### src/sv/set_assoc_cache_tag_policy_defines.svh
// Assertion macros shared by the cache tag and policy engine.
// Every macro samples on i_clk; the checked module must have that clock and i_rst_n.
`ifndef SET_ASSOC_CACHE_TAG_POLICY_DEFINES_SVH
`define SET_ASSOC_CACHE_TAG_POLICY_DEFINES_SVH

`ifndef ASSERT_OFF

// Property checked outside reset.
`define SACT_ASSERT(lbl, prop, msg) \
    lbl: assert property (@(posedge i_clk) disable iff (!i_rst_n) prop) else $error(msg);

// Property checked during reset as well.
`define SACT_ASSERT_ALWAYS(lbl, prop, msg) \
    lbl: assert property (@(posedge i_clk) prop) else $error(msg);

`else

`define SACT_ASSERT(lbl, prop, msg)
`define SACT_ASSERT_ALWAYS(lbl, prop, msg)

`endif

`endif

### src/sv/sact_pkg.sv
`timescale 1ns / 1ps
`default_nettype none

package sact_pkg;

    // Address split
    localparam int ADDR_BITS     = 32;
    localparam int BYTE_SEL_BITS = 4;
    localparam int SET_BITS      = 6;
    localparam int TAG_WIDTH     = ADDR_BITS - BYTE_SEL_BITS - SET_BITS;
    localparam int SETS          = 1 << SET_BITS;

    // Ways and replacement counters (way count is a power of two)
    localparam int WAYS         = 4;
    localparam int WAY_BITS     = $clog2(WAYS);
    localparam int OUT_WAY_BITS = 2;
    localparam int CNT_BITS     = 2;
    localparam int LFSR_BITS    = 16;

    localparam logic [CNT_BITS-1:0] CNT_MAX = {CNT_BITS{1'b1}};

    typedef logic [TAG_WIDTH-1:0] t_tag;
    typedef logic [SET_BITS-1:0]  t_set;
    typedef logic [WAY_BITS-1:0]  t_way;
    typedef logic [CNT_BITS-1:0]  t_cnt;

    typedef enum logic [1:0] {
        POL_LRU  = 2'd0,
        POL_FIFO = 2'd1,
        POL_RAND = 2'd2,
        POL_LFU  = 2'd3
    } t_policy;

    // One way of a set as held in the tag memory
    typedef struct packed {
        logic valid;
        logic dirty;
        t_cnt cnt;
        t_tag tag;
    } t_entry;

    localparam int ENTRY_BITS = $bits(t_entry);
    localparam int ROW_BITS   = WAYS * ENTRY_BITS;

    typedef t_entry [WAYS-1:0] t_row;

    // Results gathered over one pass through the ways
    typedef struct packed {
        logic hit;
        t_way hit_way;
        logic free;
        t_way free_way;
        logic zero;
        t_way zero_way;
        t_cnt min_cnt;
        t_way min_way;
    } t_scan;

    // Controls for the per-way update pass
    typedef struct packed {
        t_policy policy;
        logic    fill;
        logic    wr;
        t_tag    tag;
        t_way    way;
        t_cnt    tgt_cnt;
    } t_upd_ctl;

    typedef enum logic [2:0] {
        S_IDLE,
        S_RD,
        S_LOAD,
        S_SCAN,
        S_PICK,
        S_TGT,
        S_APPLY,
        S_WR
    } t_state;

endpackage

`default_nettype wire

### src/sv/sact_scan.sv
`timescale 1ns / 1ps
`default_nettype none

// Per-way evaluator: one way a cycle, accumulating hit, free way and victim candidates
module sact_scan import sact_pkg::*; (
    input  wire logic   i_clk,
    input  wire logic   i_start,
    input  wire logic   i_step,
    input  wire t_way   i_idx,
    input  wire t_entry i_entry,
    input  wire t_tag   i_tag,
    output t_scan       o_scan
);

    t_scan r_scan;
    t_scan n_scan;

    always_comb begin
        n_scan = r_scan;
        if (i_start) begin
            n_scan = '0;
        end else if (i_step) begin
            // first valid way with matching tag
            if (!r_scan.hit && i_entry.valid && (i_entry.tag == i_tag)) begin
                n_scan.hit     = 1'b1;
                n_scan.hit_way = i_idx;
            end
            // first invalid way
            if (!r_scan.free && !i_entry.valid) begin
                n_scan.free     = 1'b1;
                n_scan.free_way = i_idx;
            end
            // first way with counter at zero
            if (!r_scan.zero && (i_entry.cnt == '0)) begin
                n_scan.zero     = 1'b1;
                n_scan.zero_way = i_idx;
            end
            // smallest counter, lowest way wins a tie
            if ((i_idx == '0) || (i_entry.cnt < r_scan.min_cnt)) begin
                n_scan.min_cnt = i_entry.cnt;
                n_scan.min_way = i_idx;
            end
        end
    end

    always_ff @(posedge i_clk) begin
        r_scan <= n_scan;
    end

    assign o_scan = r_scan;

endmodule

`default_nettype wire

### config.mk
export PLATFORM = sky130hd
export DESIGN_NAME = sact_scan
export DESIGN_NICKNAME = d
export VERILOG_FILES = /design/src/sv/set_assoc_cache_tag_policy_defines.svh /design/src/sv/sact_pkg.sv /design/src/sv/sact_scan.sv
export SDC_FILE = /design/constraint.sdc
export NUM_CORES = 1
export LEC_CHECK = 0
export ABC_AREA = 1
export BUFFER_PORTS_ARGS = -buffer_cell sky130_fd_sc_hd__buf_2
export CAP_MARGIN = 20
export CORE_MARGIN = 3
export CORE_UTILIZATION = 25
export DETAILED_ROUTE_END_ITERATION = 8
export GPL_ROUTABILITY_DRIVEN = 1
export REMOVE_ABC_BUFFERS = 1
export SYNTH_ARGS = -nofsm -noshare
export SYNTH_HDL_FRONTEND = slang
export SYNTH_SLANG_ARGS = --single-unit
### constraint.sdc
create_clock -name i_clk -period 2.88 [get_ports i_clk]
set_clock_uncertainty 0.1 [all_clocks]
set_input_delay 0.576 -clock i_clk [delete_from_list [all_inputs] [get_ports i_clk]]
set_output_delay 0.576 -clock i_clk [all_outputs]
set_load 0.02 [all_outputs]
==> metrics <==
Vias/cell 3.89; Hold Startpoint o_scan[5]$_SDFFE_PP0P_; Max FO, Critical Path 6; startpoint types input pin; GP Congestion 0.772; final setup vio count 0; cell internal pwr 0.354 mW; Placed Cells 326; maximum root-to-sink buffer count 2; Synth top area share 0.253; top cell type by total area after synthesis nand2_1; Initial Util 0.264; commonest non-fill, non-tap cell in the layout nand2_1; Nets 335; Max Slew Vio Count 0; synth top area cells nand2_1, dfxtp_1, nor2_1, inv_1, o21ai_0; Max-cap violations 0; crit path time final 1.54 ns; multi-input logic area 622 um2; crit path kind input pin to flip-flop; Synth-to-Final Area Change 40.0%; post-layout util 0.369; reg2reg start o_scan[3]$_SDFFE_PP0P_; Post-Synthesis Cell Area 1070 um2; WL/cell 8.33 um; Net Sw Power 0.158 mW; first-pass GRT wire length 4510 um; Crit. End Element flip-flop; TritonCTS Sinks 13; Logic pwr share 0.304; f_max 0.649 GHz; Residual DRC 0; status finished clean; Post-CTS Setup Repair Bufs 0; commonest non-fill, non-tap cells in the layout nand2_1, buf_2, nor2_1, inv_1, dfxtp_1; sequential standard cell area 260 um2; Via Count 1285; die area 5100 um2; Reg clk slew, reported paths 0.05 ns; Fill cells 468; number of antenna violations at the first check in global routing 0; vias in the first global route 1105; GRT Total Usage 0.108; critical path data required time 2.92 ns; Total Wirelength 2750 um; Rel. slew slack 0.756; H-tree depth 1; Worst Path Arrival 1.58 ns; share of cells above drive strength 1 0.257; Synth Register Bits 13; CTS Buf Count 3; num rows 23; CTS Hold Bufs 0; Final TNS setup 0 ns; io pins 66; DIE WIDTH 71.4 um; Syn Inst Count 212; worst vdd ir 104 uV; DP Wirelength 2370 um; leakage power 0.985 nW; Routed Antenna Nets 0; Worst-Margin Slew 0.364 ns; Iter 0 DRT Violations 27; CTS root buffer clkbuf_8; Final Hold Fails 0; total core area 4060 um2; Ys Warns 0; CTS tree done; fin crit share 0.535; syn_area_per_cell 5.05 um2; DR pass1 iterations 4; number of flip-flops under the largest register name 13; # port buffers 64; diode count 0; Critical Path Start i_entry[23]; Clock power frac 0.314; distinct cell type count after synthesis 15; Switching Share 0.309; Reg power frac 0.382; PwrDens 342 nW/um2; min-delay worst type flip-flop to flip-flop; global route overflow 0; Seq/Total Area, Yosys 0.243; die height 71.4 um; fin cells 330; Resized Gates After CTS 0; RSZ-0062 raised after global routing false; worst-skew pair later-pin latency 0.24 ns; pin count of the biggest net entering global routing 11
-- routing by layer --
layer / routed length (um) / vias to the layer above / track usage
li1: - / 745 / -
met1: 1300 / 504 / 0.139
met2: 1270 / 32 / 0.176
met3: 141 / 4 / 0.0252
met4: 35 / 0 / 0.0418
met5: 0 / - / 0
-- final timing paths --
| check | to | slack [ns] | depth (start not counted) |
|---|---|---|---|
| setup reg to reg | o_scan[1]$_SDFFE_PP0P_ | 1.42 | 8 |
| hold reg to reg | o_scan[5]$_SDFFE_PP0P_ | 0.37 | 2 |
| setup / recovery | o_scan[1]$_SDFFE_PP0P_ | 1.34 | 8 |
| hold / removal | o_scan[5]$_SDFFE_PP0P_ | 0.37 | 2 |
-- through the flow --
| step | hold slack (ns) | setup WS (ns) | total power, mW | cell area (um2) |
|---|---|---|---|---|
| after floorplan | 0.445 | 1.30 | 0.288 | 1070 |
| after global placement | 0.363 | 1.10 | 0.353 | 1450 |
| after detailed placement | 0.367 | 1.08 | 0.356 | 1450 |
| after CTS | 0.380 | 1.35 | 0.523 | 1500 |
| after global routing | 0.399 | 1.19 | 0.553 | 1500 |
| final | 0.374 | 1.34 | 0.512 | 1500 |
-- area by class of cell --
class                      count  area share
sequential                    13       0.174
timing repair buffer          64       0.214
multi-input combinational    149       0.415
tap                           50      0.0418
clock buffer                   4      0.0301
inverter                      50       0.125
-- logic make-up after synthesis --
logic type	after synthesis	synth area share
AND/OR/NAND/NOR	135	0.502
buffers and inverters	50	0.175
flip-flops	13	0.243
AO/OA/AOI/OAI	12	0.0597
XOR/XNOR	1	0.00819
adder cells (fa/ha/maj)	1	0.0117
-- critical path, cell delays in order --
cell and delay [ns]:
buf_2 0.11, ha_1 0.26, a21boi_0 0.17, o22ai_1 0.09, nand2_1 0.14, inv_1 0.09, nor2_1 0.09, nor2_1 0.05
-- power by group through the flow --
stage               sequential, mW  combinational, mW  clock [mW]
global placement             0.200              0.154           0
global route                 0.198              0.179       0.176
CTS                          0.196              0.157       0.170
detailed placement           0.200              0.156           0
floorplan                    0.213             0.0747           0
finish                       0.196              0.156       0.161
-- cell usage after synthesis --
cell type and count:
a21boi_0 1, a21oi_1 2, dfxtp_1 13, ha_1 1
inv_1 50, nand2_1 72, nand3_1 4, nand3_2 2
nand3b_1 1, nor2_1 52, nor2_2 3, nor3_1 1
o21ai_0 8, o22ai_1 1, xnor2_1 1
No activity file was read; power rests on OpenSTA's default activity.
