[src/sv/set_assoc_cache_tag_policy_defines.svh]
// Assertion macros shared by the cache tag and policy engine.
// Every macro samples on i_clk; the checked module must have that clock and i_rst_n.
`ifndef SET_ASSOC_CACHE_TAG_POLICY_DEFINES_SVH
`define SET_ASSOC_CACHE_TAG_POLICY_DEFINES_SVH

`ifndef ASSERT_OFF

// Property checked outside reset.
`define SACT_ASSERT(lbl, prop, msg) \
    lbl: assert property (@(posedge i_clk) disable iff (!i_rst_n) prop) else $error(msg);

// Property checked during reset as well.
`define SACT_ASSERT_ALWAYS(lbl, prop, msg) \
    lbl: assert property (@(posedge i_clk) prop) else $error(msg);

`else

`define SACT_ASSERT(lbl, prop, msg)
`define SACT_ASSERT_ALWAYS(lbl, prop, msg)

`endif

`endif

[src/sv/sact_pkg.sv]
`timescale 1ns / 1ps
`default_nettype none

package sact_pkg;

    // Address split
    localparam int ADDR_BITS     = 32;
    localparam int BYTE_SEL_BITS = 4;
    localparam int SET_BITS      = 6;
    localparam int TAG_WIDTH     = ADDR_BITS - BYTE_SEL_BITS - SET_BITS;
    localparam int SETS          = 1 << SET_BITS;

    // Ways and replacement counters (way count is a power of two)
    localparam int WAYS         = 4;
    localparam int WAY_BITS     = $clog2(WAYS);
    localparam int OUT_WAY_BITS = 2;
    localparam int CNT_BITS     = 2;
    localparam int LFSR_BITS    = 16;

    localparam logic [CNT_BITS-1:0] CNT_MAX = {CNT_BITS{1'b1}};

    typedef logic [TAG_WIDTH-1:0] t_tag;
    typedef logic [SET_BITS-1:0]  t_set;
    typedef logic [WAY_BITS-1:0]  t_way;
    typedef logic [CNT_BITS-1:0]  t_cnt;

    typedef enum logic [1:0] {
        POL_LRU  = 2'd0,
        POL_FIFO = 2'd1,
        POL_RAND = 2'd2,
        POL_LFU  = 2'd3
    } t_policy;

    // One way of a set as held in the tag memory
    typedef struct packed {
        logic valid;
        logic dirty;
        t_cnt cnt;
        t_tag tag;
    } t_entry;

    localparam int ENTRY_BITS = $bits(t_entry);
    localparam int ROW_BITS   = WAYS * ENTRY_BITS;

    typedef t_entry [WAYS-1:0] t_row;

    // Results gathered over one pass through the ways
    typedef struct packed {
        logic hit;
        t_way hit_way;
        logic free;
        t_way free_way;
        logic zero;
        t_way zero_way;
        t_cnt min_cnt;
        t_way min_way;
    } t_scan;

    // Controls for the per-way update pass
    typedef struct packed {
        t_policy policy;
        logic    fill;
        logic    wr;
        t_tag    tag;
        t_way    way;
        t_cnt    tgt_cnt;
    } t_upd_ctl;

    typedef enum logic [2:0] {
        S_IDLE,
        S_RD,
        S_LOAD,
        S_SCAN,
        S_PICK,
        S_TGT,
        S_APPLY,
        S_WR
    } t_state;

endpackage

`default_nettype wire

[src/sv/sact_entry_upd.sv]
`timescale 1ns / 1ps
`default_nettype none

// New state of one way after a hit or a fill
module sact_entry_upd import sact_pkg::*; (
    input  wire t_entry   i_entry,
    input  wire t_way     i_idx,
    input  wire t_upd_ctl i_ctl,
    output t_entry        o_entry
);

    logic w_tgt;
    logic w_lru_do;

    assign w_tgt    = (i_idx == i_ctl.way);
    assign w_lru_do = ((i_ctl.policy == POL_LRU) || ((i_ctl.policy == POL_FIFO) && i_ctl.fill))
                      && (i_ctl.tgt_cnt != CNT_MAX);

    always_comb begin
        o_entry = i_entry;

        // tag, valid and dirty of the touched way
        if (w_tgt) begin
            if (i_ctl.fill) begin
                o_entry.valid = 1'b1;
                o_entry.dirty = i_ctl.wr;
                o_entry.tag   = i_ctl.tag;
            end else if (i_ctl.wr) begin
                o_entry.dirty = 1'b1;
            end
        end

        // replacement counters
        unique case (i_ctl.policy)
            POL_LRU, POL_FIFO: begin
                if (w_lru_do) begin
                    if (w_tgt) begin
                        o_entry.cnt = CNT_MAX;
                    end else if (i_entry.cnt != '0) begin
                        o_entry.cnt = i_entry.cnt - t_cnt'(1);
                    end
                end
            end
            POL_RAND: begin
                if (w_tgt) begin
                    o_entry.cnt = '0;
                end
            end
            POL_LFU: begin
                if (w_tgt) begin
                    if (i_ctl.fill) begin
                        o_entry.cnt = t_cnt'(1);
                    end else if (i_entry.cnt != CNT_MAX) begin
                        o_entry.cnt = i_entry.cnt + t_cnt'(1);
                    end
                end
            end
        endcase
    end

endmodule

`default_nettype wire

[config.mk]
export PLATFORM = sky130hd
export DESIGN_NAME = sact_entry_upd
export DESIGN_NICKNAME = d
export VERILOG_FILES = /design/src/sv/set_assoc_cache_tag_policy_defines.svh /design/src/sv/sact_pkg.sv /design/src/sv/sact_entry_upd.sv
export SDC_FILE = /design/constraint.sdc
export NUM_CORES = 1
export LEC_CHECK = 0
export ABC_AREA = 1
export BUFFER_PORTS_ARGS = -buffer_cell sky130_fd_sc_hd__buf_2
export CORE_MARGIN = 10
export CORE_UTILIZATION = 32
export DETAILED_ROUTE_END_ITERATION = 8
export MAX_ROUTING_LAYER = met4
export PLACE_DENSITY_LB_ADDON = 0.08
export SETUP_SLACK_MARGIN = 0.02
export SKIP_LAST_GASP = 1
export SLEW_MARGIN = 20
export SYNTH_ARGS = -nofsm -noshare
export SYNTH_HDL_FRONTEND = slang
export SYNTH_SLANG_ARGS = --single-unit
[constraint.sdc]
create_clock -name vclk -period 2.4
set_input_delay 0.24 -clock vclk [all_inputs]
set_output_delay 0.24 -clock vclk [all_outputs]
set_load 0.02 [all_outputs]
==> results of run 1 <==
==> logic make-up (layout without fill, tap and decap cells) <==
kind of cell | Yosys count | after routing | share of synthesized area (%)
AOI/OAI and AO/OA | 3 | 3 | 2.919
buffers and inverters | 16 | 96 | 16.54
and+or+nand+nor | 100 | 100 | 80.53
==> where the power goes <==
part	internal, W	switching (W)	leakage (nW)
Combinational	0.0000812	0.000121	0.696
Sequential	0	0	0
Clock	0	0	0
Total	0.0000812	0.000121	0.696
==> metal layers <==
metal	vias up	global-route usage (%)	part of all wire [%]
met2	38	25.59	57
met3	2	2.966	9.4
li1	514	-	-
met5	-	-	0
met1	382	9.485	32
met4	0	1.282	1.0
==> per-stage QoR <==
stage / worst slack (ps) / hold WS [ps] / area [um2] / std cells
4_1_cts: 793.2 / 791.3 / 917.1 / 215
6_report: 803.4 / 787.5 / 917.1 / 215
3_3_place_gp: 823.4 / 787.9 / 917.1 / 215
5_1_grt: 674.7 / 796.4 / 917.1 / 215
3_5_place_dp: 794.0 / 789.7 / 917.1 / 215
2_1_floorplan: 1192 / 622.0 / 514.2 / 119
==> synth_stat cells <==
| cell | n | area [um2] |
|---|---|---|
| buf_4 | 2 | 15.01 |
| nand2_1 | 87 | 326.6 |
| or2_2 | 1 | 6.260 |
| inv_1 | 11 | 41.29 |
| inv_4 | 1 | 6.260 |
| a21oi_1 | 1 | 5.000 |
| nor2_1 | 3 | 11.26 |
| o21ai_0 | 2 | 10.01 |
| nand4_1 | 1 | 6.260 |
| nand3_1 | 3 | 15.01 |
| nand2_2 | 2 | 12.51 |
| nor2_8 | 1 | 20.02 |
| nand2_4 | 1 | 11.26 |
| buf_6 | 2 | 22.52 |
| nor3_1 | 1 | 5.000 |
==> final cells by class <==
type                       count  area, um2
fill                         180      589.3
multi-input combinational    103      429.2
timing repair buffer          84      420.4
inverter                      12      47.55
tap                           16      20.02
==> worst min path at each step <==
| stage | from | to | slack [ps] | depth (start not counted) |
|---|---|---|---|---|
| 2_1_floorplan | i_entry[25] | o_entry[25] | 620 | 1 |
| 3_3_place_gp | i_entry[10] | o_entry[10] | 790 | 4 |
| 3_5_place_dp | i_entry[7] | o_entry[7] | 790 | 4 |
| 4_1_cts | i_entry[7] | o_entry[7] | 790 | 4 |
| 5_1_grt | i_entry[25] | o_entry[25] | 800 | 3 |
| 6_report | i_entry[7] | o_entry[7] | 790 | 4 |
==> cells in the final DEF (no fill, tap or decap), drive strengths merged <==
cell | Yosys | routed
nor3 | 1 | 1
inv | 12 | 12
nor2 | 4 | 4
a21oi | 1 | 1
buf | 4 | 84
nand2 | 90 | 90
nand3 | 3 | 3
o21ai | 2 | 2
nand4 | 1 | 1
or2 | 1 | 1
==> impl_metrics.yaml, run 1 <==
floorplanning:
  die-area_um2: 3610
  core-area_um2: 1506
  die_y_um: 60.09
  num_io_pins: 84
  fp.dieW_um: 60.09
  start_util_pct: 34.14
  row_count: 14
synth:
  yosys_warnings: 0
  synthesis.area_um2: 514.2
  syn_avg_cell_area_um2: 4.321
  netlist_instances: 119
  yosysSeqAreaShare_pct: 0
  synth_nets: 177
  netlist-cell-type-count: 15
timing:
  finalHoldViolCount: 0
  setup_viol: 0
  timing.slew.headroom_pct: 79.38
  fin_setup_tns_ps: 0
  fmax_mhz: 626.3
  rsz0062_at_grt: "no"
  worst_slew_pin_slew_ps: 309.3
  finalMaxSlewViolations: 0
  min_period_ps: 1597
  fin_crit_sh_pct: 66.53
global_route:
  grt_first_pass_wirelength_um: 3498
  overflow: 0
  grt_max_degree: 25
  grt_usage_pct: 11.78
  antenna_found_initial: 0
  grt_pass1_vias: 870
route:
  drt-total-wl_um: 2481
  vias: 936
  wl_per_cell_um: 11.54
  drt_iter0_markers: 20
  viasPerCell: 4.353
  drc_errors: 0
  ant_nets: 0
  dr.pass1.iters: 4
setup_path:
  cp-endpoint: "o_entry[15]"
  crit_top_cell: "nand2_1"
  cp_max_fo: 24
  crit_required_ps: 2160
  crit_buf_inv: 4
  cpLargestDelayFamily: "simple AND/OR/NAND/NOR gates"
  critPathLaunch: "i_idx[0]"
  worstSetupStartpointType: "input port"
  crit_chain: "buf_2 -> inv_1 -> nand2_1 -> nand2_2 -> nand2_4 -> nor2_8 -> inv_4 -> nand2_1 -> nand2_1 -> buf_2"
  critical_path_cell_count: 10
  crit_arrival_ps: 1360
  cpPeakStageDelay_ps: 270
  crit_slowest_cell: "nor2_8"
  crit_type: "in2out"
  endpoint_kind: "output port"
power_and_ir_drop:
  p_leak_nw: 0.6957
  p_total_w: 0.0002018
  vdd_drop_max_v: 0.0001001
  power_density_nw_per_um2: 220.0
run:
  maxCapViolations: 0
layout:
  syn_to_final_growth_pct: 78.35
  drive_above_1_share_pct: 45.23
  final-seq-area_um2: 0
  num-clock-buffers: 0
  seq_cell_count: 0
  n_antenna_cell: 0
  fin_nets: 259
  fin_util_pct: 60.88
placed_design:
  place_hpwl_um: 2259
  port_buffers: 84
  gp_routability_congestion: 0.8484
clocking:
  cts_resized: 0
  postCtsSetupBuffers: 0
  cts_hold_buffers: 0
min_path:
  worst_hold_path_type: "in2out"
run_status:
  outcome: "finished clean"
Note: power is estimated with default switching activity, not from simulation.
==> inputs of run 2 (changes only) <==
Settings changed: ABC_AREA 1 to 0, CORE_UTILIZATION 32 to 26.
Clock period 2.4 ns to 1.3 ns, I/O delays scaled along.
==> run 2 against run 1 <==
The run now ends with setup timing left. Synthesized cell count fell by 62%. Utilization rose by 12 points. Global-route usage rose by 2.2 points. Final area rose by 39%. Final cell count fell by 26%. Critical path depth fell by 3. Non-clock buffer count rose by 5. Routed wire length rose by 19%. Combinational power rose to 3.1 times the previous value. Worst hold slack got worse by 230 ps. Largest cell class is now buffers.
==> impl_metrics.yaml, run 2 <==
setup_path:
  worstSetupStartpointType: "input port"
  crit_required_ps: 1170
  crit_arrival_ps: 1250
  endpoint_kind: "output port"
  cp_max_fo: 5
  crit_type: "in2out"
synth:
  synthesis.area_um2: 489.2
  synthTopCellsByArea: "mux2_4 (55%), mux2_2 (12%), a211oi_1 (4.6%)"
  synthSimpleGateAreaFrac_pct: 12.28
  netlist_top_cells_count: "mux2_4 (18), mux2_2 (5), a211oi_1 (3)"
  yosys.area.top_type: "mux2_4"
  yosys_warnings: 0
  yosys.area.top_type_share_pct: 55.24
  synth_compound_area_share_pct: 12.79
  yosysSeqAreaShare_pct: 0
  netlist_instances: 45
  synthAdderAreaFrac_pct: 0
  synth_mux_area_share_pct: 66.75
  synth_xor_area_share_pct: 3.581
  netlist-cell-type-count: 17
  synth_top_family_by_area: "multiplexers"
  synth_nets: 103
  syn_avg_cell_area_um2: 10.87
  synth_most_common_cell: "mux2_4"
power_and_ir_drop:
  seqPwrFrac_pct: 0
  power_density_nw_per_um2: 493.9
  p_clk_share_pct: 0
  internal_power_w: 0.0003539
  p_comb_share_pct: 100.0
  vdd_drop_max_v: 0.0002876
  p_leak_nw: 0.7058
  switching_power_w: 0.0002776
  sw_frac_of_total_pct: 43.96
route:
  drt_iter0_markers: 17
  drt-total-wl_um: 2947
  wl_per_cell_um: 18.42
  drc_errors: 0
  ant_nets: 0
  vias: 755
  viasPerCell: 4.719
  dr.pass1.iters: 4
global_route:
  grt_first_pass_wirelength_um: 4602
  overflow: 0
  busiest_layer: "met2"
  met1_usage_pct: 15.57
  grt_usage_pct: 13.93
  met3_usage_pct: 3.710
  grt_pass1_vias: 856
  grtUsageMet2_pct: 25.50
  antenna_found_initial: 0
  grt_max_degree: 7
layout:
  drive_above_1_share_pct: 91.85
  final_common_cell: "buf_2"
  syn_to_final_growth_pct: 161.4
  fill_cells: 142
  mostFrequentLayoutCells: "buf_2 (53), buf_6 (27), mux2_4 (19), buf_4 (7), mux2_2 (4)"
  num-clock-buffers: 0
  seq_cell_count: 0
  n_antenna_cell: 0
  multi_input_area_um2: 595.6
  final_area_um2: 1279
  final-seq-area_um2: 0
  fin_util_pct: 72.48
  fin_nets: 195
timing:
  worst_slew_pin_slew_ps: 216.4
  fin_crit_sh_pct: 106.5
  min_period_ps: 1384
  setup_ws_ps: -84.26
  rsz0062_at_grt: "yes"
  finalMaxSlewViolations: 0
  fmax_mhz: 722.4
  setup_viol: 25
  fin_setup_tns_ps: -1571
  finalHoldViolCount: 0
  timing.slew.headroom_pct: 85.47
run_status:
  outcome: "complete, but fails checks"
  violations: "setup timing"
floorplanning:
  start_util_pct: 27.73
  num_io_pins: 84
  die-area_um2: 4016
  die_y_um: 63.38
  row_count: 15
  fp.dieW_um: 63.38
  core-area_um2: 1764
placed_design:
  place_area_um2: 940.9
  gp_routability_congestion: 0.8122
  place_ws_ps: -236.0
  port_buffers: 84
  place_hpwl_um: 2315
run:
  maxCapViolations: 0
min_path:
  worst_hold_path_type: "in2out"
==> run 2: worst max-delay path, stage by stage <==
cell and delay [ps]:
buf_6 100, xnor2_2 160, and2_4 300, buf_6 150, nor4_4 40, a211oi_2 210, buf_4 170
==> run 2: repair_timing <==
action                                  4_1_cts  5_1_grt
buffers inserted                              1        1
gates cloned                                  3        0
endpoints found under the setup margin       26       25
gates resized for setup                      65        6
pin swaps                                     9        8
hold buffers                                  0        0
==> run 2: power by group through the flow <==
| stage | Sequential (W) | Clock (W) | Combinational (W) |
|---|---|---|---|
| finish | 0 | 0 | 0.000632 |
| global route | 0 | 0 | 0.000665 |
| CTS | 0 | 0 | 0.000614 |
| detailed placement | 0 | 0 | 0.000453 |
| global placement | 0 | 0 | 0.000448 |
| floorplan | 0 | 0 | 0.000273 |
==> run 2: path summary, 6_finish.rpt <==
check                   start  cells past startpoint     endpoint
setup / recovery     i_ctl[3]                      7  o_entry[23]
hold / removal    i_entry[25]                      3  o_entry[25]
==> run 2: cell type report <==
| type | instances | share of cell area [%] |
|---|---|---|
| tap | 25 | 2.446 |
| multi-input combinational | 46 | 46.58 |
| timing repair buffer | 89 | 50.98 |
==> run 2: cell families (layout without fill, tap and decap cells) <==
group	after synthesis	after routing
AO/OA/AOI/OAI	8	8
XOR/XNOR	2	2
buffers and inverters	2	89
multiplexers	23	23
AND/OR/NAND/NOR	10	13
==> run 2: through the flow <==
step | power [W] | std cells | hold slack [ps]
finish | 0.0006315 | 160 | 561.2
global placement | 0.0004483 | 155 | 566.5
CTS | 0.0006144 | 159 | 563.8
global route | 0.0006653 | 160 | 578.0
detailed placement | 0.0004533 | 155 | 563.8
floorplan | 0.0002725 | 45 | 394.7
==> run 2: routing by layer <==
metal | vias up | routed length [um]
li1 | 362 | -
met1 | 340 | 1193
met2 | 53 | 1464
met3 | 0 | 289
met4 | 0 | 0
met5 | - | 0
==> inputs of run 3 (changes only) <==
Clock period 1.3 ns to 1.2 ns, I/O delays scaled along.
==> run 3 against run 2 <==
The flow still finishes with violations (setup timing). Critical path depth stayed put. Global-route usage up 1.1 points. Die area did not move. Worst hold slack worse by 24 ps. Final area grew 1.8%. Critical endpoint unchanged.
==> impl_metrics.yaml, run 3 (synthesis gave the netlist of run 2 again) <==
layout:
  drive_above_1_share_pct: 91.24
  fin_nets: 197
  final_common_cell: "buf_2"
  num-clock-buffers: 0
  mostFrequentLayoutCells: "buf_2 (53), buf_6 (30), mux2_4 (20), buf_4 (6)"
  n_antenna_cell: 0
  final-instance-count-excl-fill: 162
  syn_to_final_growth_pct: 166.0
  final_area_um2: 1301
  multi_input_area_um2: 586.8
  fin_util_pct: 73.76
  fill_cells: 140
  final-seq-area_um2: 0
  seq_cell_count: 0
global_route:
  grt_usage_pct: 14.99
  grt_pass1_vias: 832
  overflow: 0
  grt_first_pass_wirelength_um: 4761
  grt_max_degree: 7
  antenna_found_initial: 0
power_and_ir_drop:
  sw_frac_of_total_pct: 43.61
  switching_power_w: 0.0003048
  p_total_w: 0.0006989
  p_clk_share_pct: 0
  seqPwrFrac_pct: 0
  p_leak_nw: 0.7289
  power_density_nw_per_um2: 537.1
  internal_power_w: 0.0003941
  p_comb_share_pct: 100.0
  vdd_drop_max_v: 0.0003241
setup_path:
  cpPeakStageDelay_ps: 300
  cp-endpoint: "o_entry[23]"
  crit_slowest_cell: "and2_4"
  crit_required_ps: 1080
  crit_arrival_ps: 1260
  cp_max_fo: 5
  crit_type: "in2out"
  worstSetupStartpointType: "input port"
  endpoint_kind: "output port"
  critPathLaunch: "i_idx[0]"
  crit_chain: "buf_8 -> xnor2_4 -> and2_4 -> buf_6 -> nor4_2 -> a211oi_2 -> buf_4"
route:
  viasPerCell: 4.636
  wl_per_cell_um: 20.06
  ant_nets: 0
  drt_iter0_markers: 29
  drc_errors: 0
  drt-total-wl_um: 3250
  dr.pass1.iters: 4
  vias: 751
floorplanning:
  fp.dieW_um: 63.38
  core-area_um2: 1764
  die-area_um2: 4016
  start_util_pct: 27.73
  die_y_um: 63.38
  row_count: 15
  num_io_pins: 84
timing:
  setup_viol: 26
  finalMaxSlewViolations: 0
  min_period_ps: 1379
  finalHoldViolCount: 0
  setup_ws_ps: -178.8
  worst_slew_pin_slew_ps: 259.1
  fmax_mhz: 725.3
  fin_crit_sh_pct: 114.9
  rsz0062_at_grt: "yes"
  timing.slew.headroom_pct: 82.58
placed_design:
  dpl.cell_count: 157
  place_hpwl_um: 2428
  place_area_um2: 960.9
  port_buffers: 84
  gp_routability_congestion: 0.7585
run_status:
  violations: "setup timing"
  outcome: "complete, but fails checks"
min_path:
  worst_hold_path_type: "in2out"
clocking:
  cts_hold_buffers: 0
run:
  maxCapViolations: 0
[run 3: worst min-delay path by stage]
stage | startpoint | to | slack, ps | cells after the start
3_3_place_gp | i_entry[25] | o_entry[25] | 550 | 3
5_1_grt | i_entry[25] | o_entry[25] | 550 | 3
2_1_floorplan | i_ctl[29] | o_entry[23] | 330 | 1
3_5_place_dp | i_entry[25] | o_entry[25] | 550 | 3
4_1_cts | i_entry[25] | o_entry[25] | 530 | 3
6_report | i_entry[25] | o_entry[25] | 540 | 3
[run 3: what timing repair did]
| item | in CTS | in global routing |
|---|---|---|
| cloned | 3 | 0 |
| buffers inserted | 2 | 1 |
| gates resized for setup | 68 | 8 |
| pin swaps | 8 | 5 |
| hold endpoints to repair | 0 | 0 |
| setup endpoints to repair | 26 | 26 |
[run 3: worst max-delay path: cells and delay by family]
family	cells	cell delay (ps)
AO/OA/AOI/OAI	1	210
AND/OR/NAND/NOR	2	340
XOR/XNOR	1	160
buffers and inverters	3	420
[run 3: metrics by stage]
step / hold slack, ps / setup WS (ps) / setup TNS [ps]
3_5_place_dp: 549.7 / -307.8 / -6916
4_1_cts: 527.9 / -166.4 / -3626
3_3_place_gp: 550.4 / -282.8 / -6258
2_1_floorplan: 330.2 / 44.29 / 0
6_report: 537.2 / -178.8 / -4022
5_1_grt: 551.4 / -210.8 / -4719
[run 3: layout make-up]
class / instances / area share (%)
multi-input combinational: 46 / 45.10
tap: 25 / 2.404
timing repair buffer: 91 / 52.50
[run 3: layer usage]
| metal | vias up | part of all wire, % | track usage (%) |
|---|---|---|---|
| met1 | 337 | 37 | 14.90 |
| met4 | 0 | 0 | 0 |
| li1 | 365 | - | - |
| met2 | 49 | 54 | 30.03 |
| met5 | - | 0 | - |
| met3 | 0 | 8.7 | 3.710 |
[run 3: power by group through the flow]
stage	combinational [W]	sequential [W]	clock, W
after floorplan	0.000298	0	0
after global placement	0.000492	0	0
after detailed placement	0.000499	0	0
after CTS	0.000678	0	0
after global routing	0.000735	0	0
final	0.000699	0	0
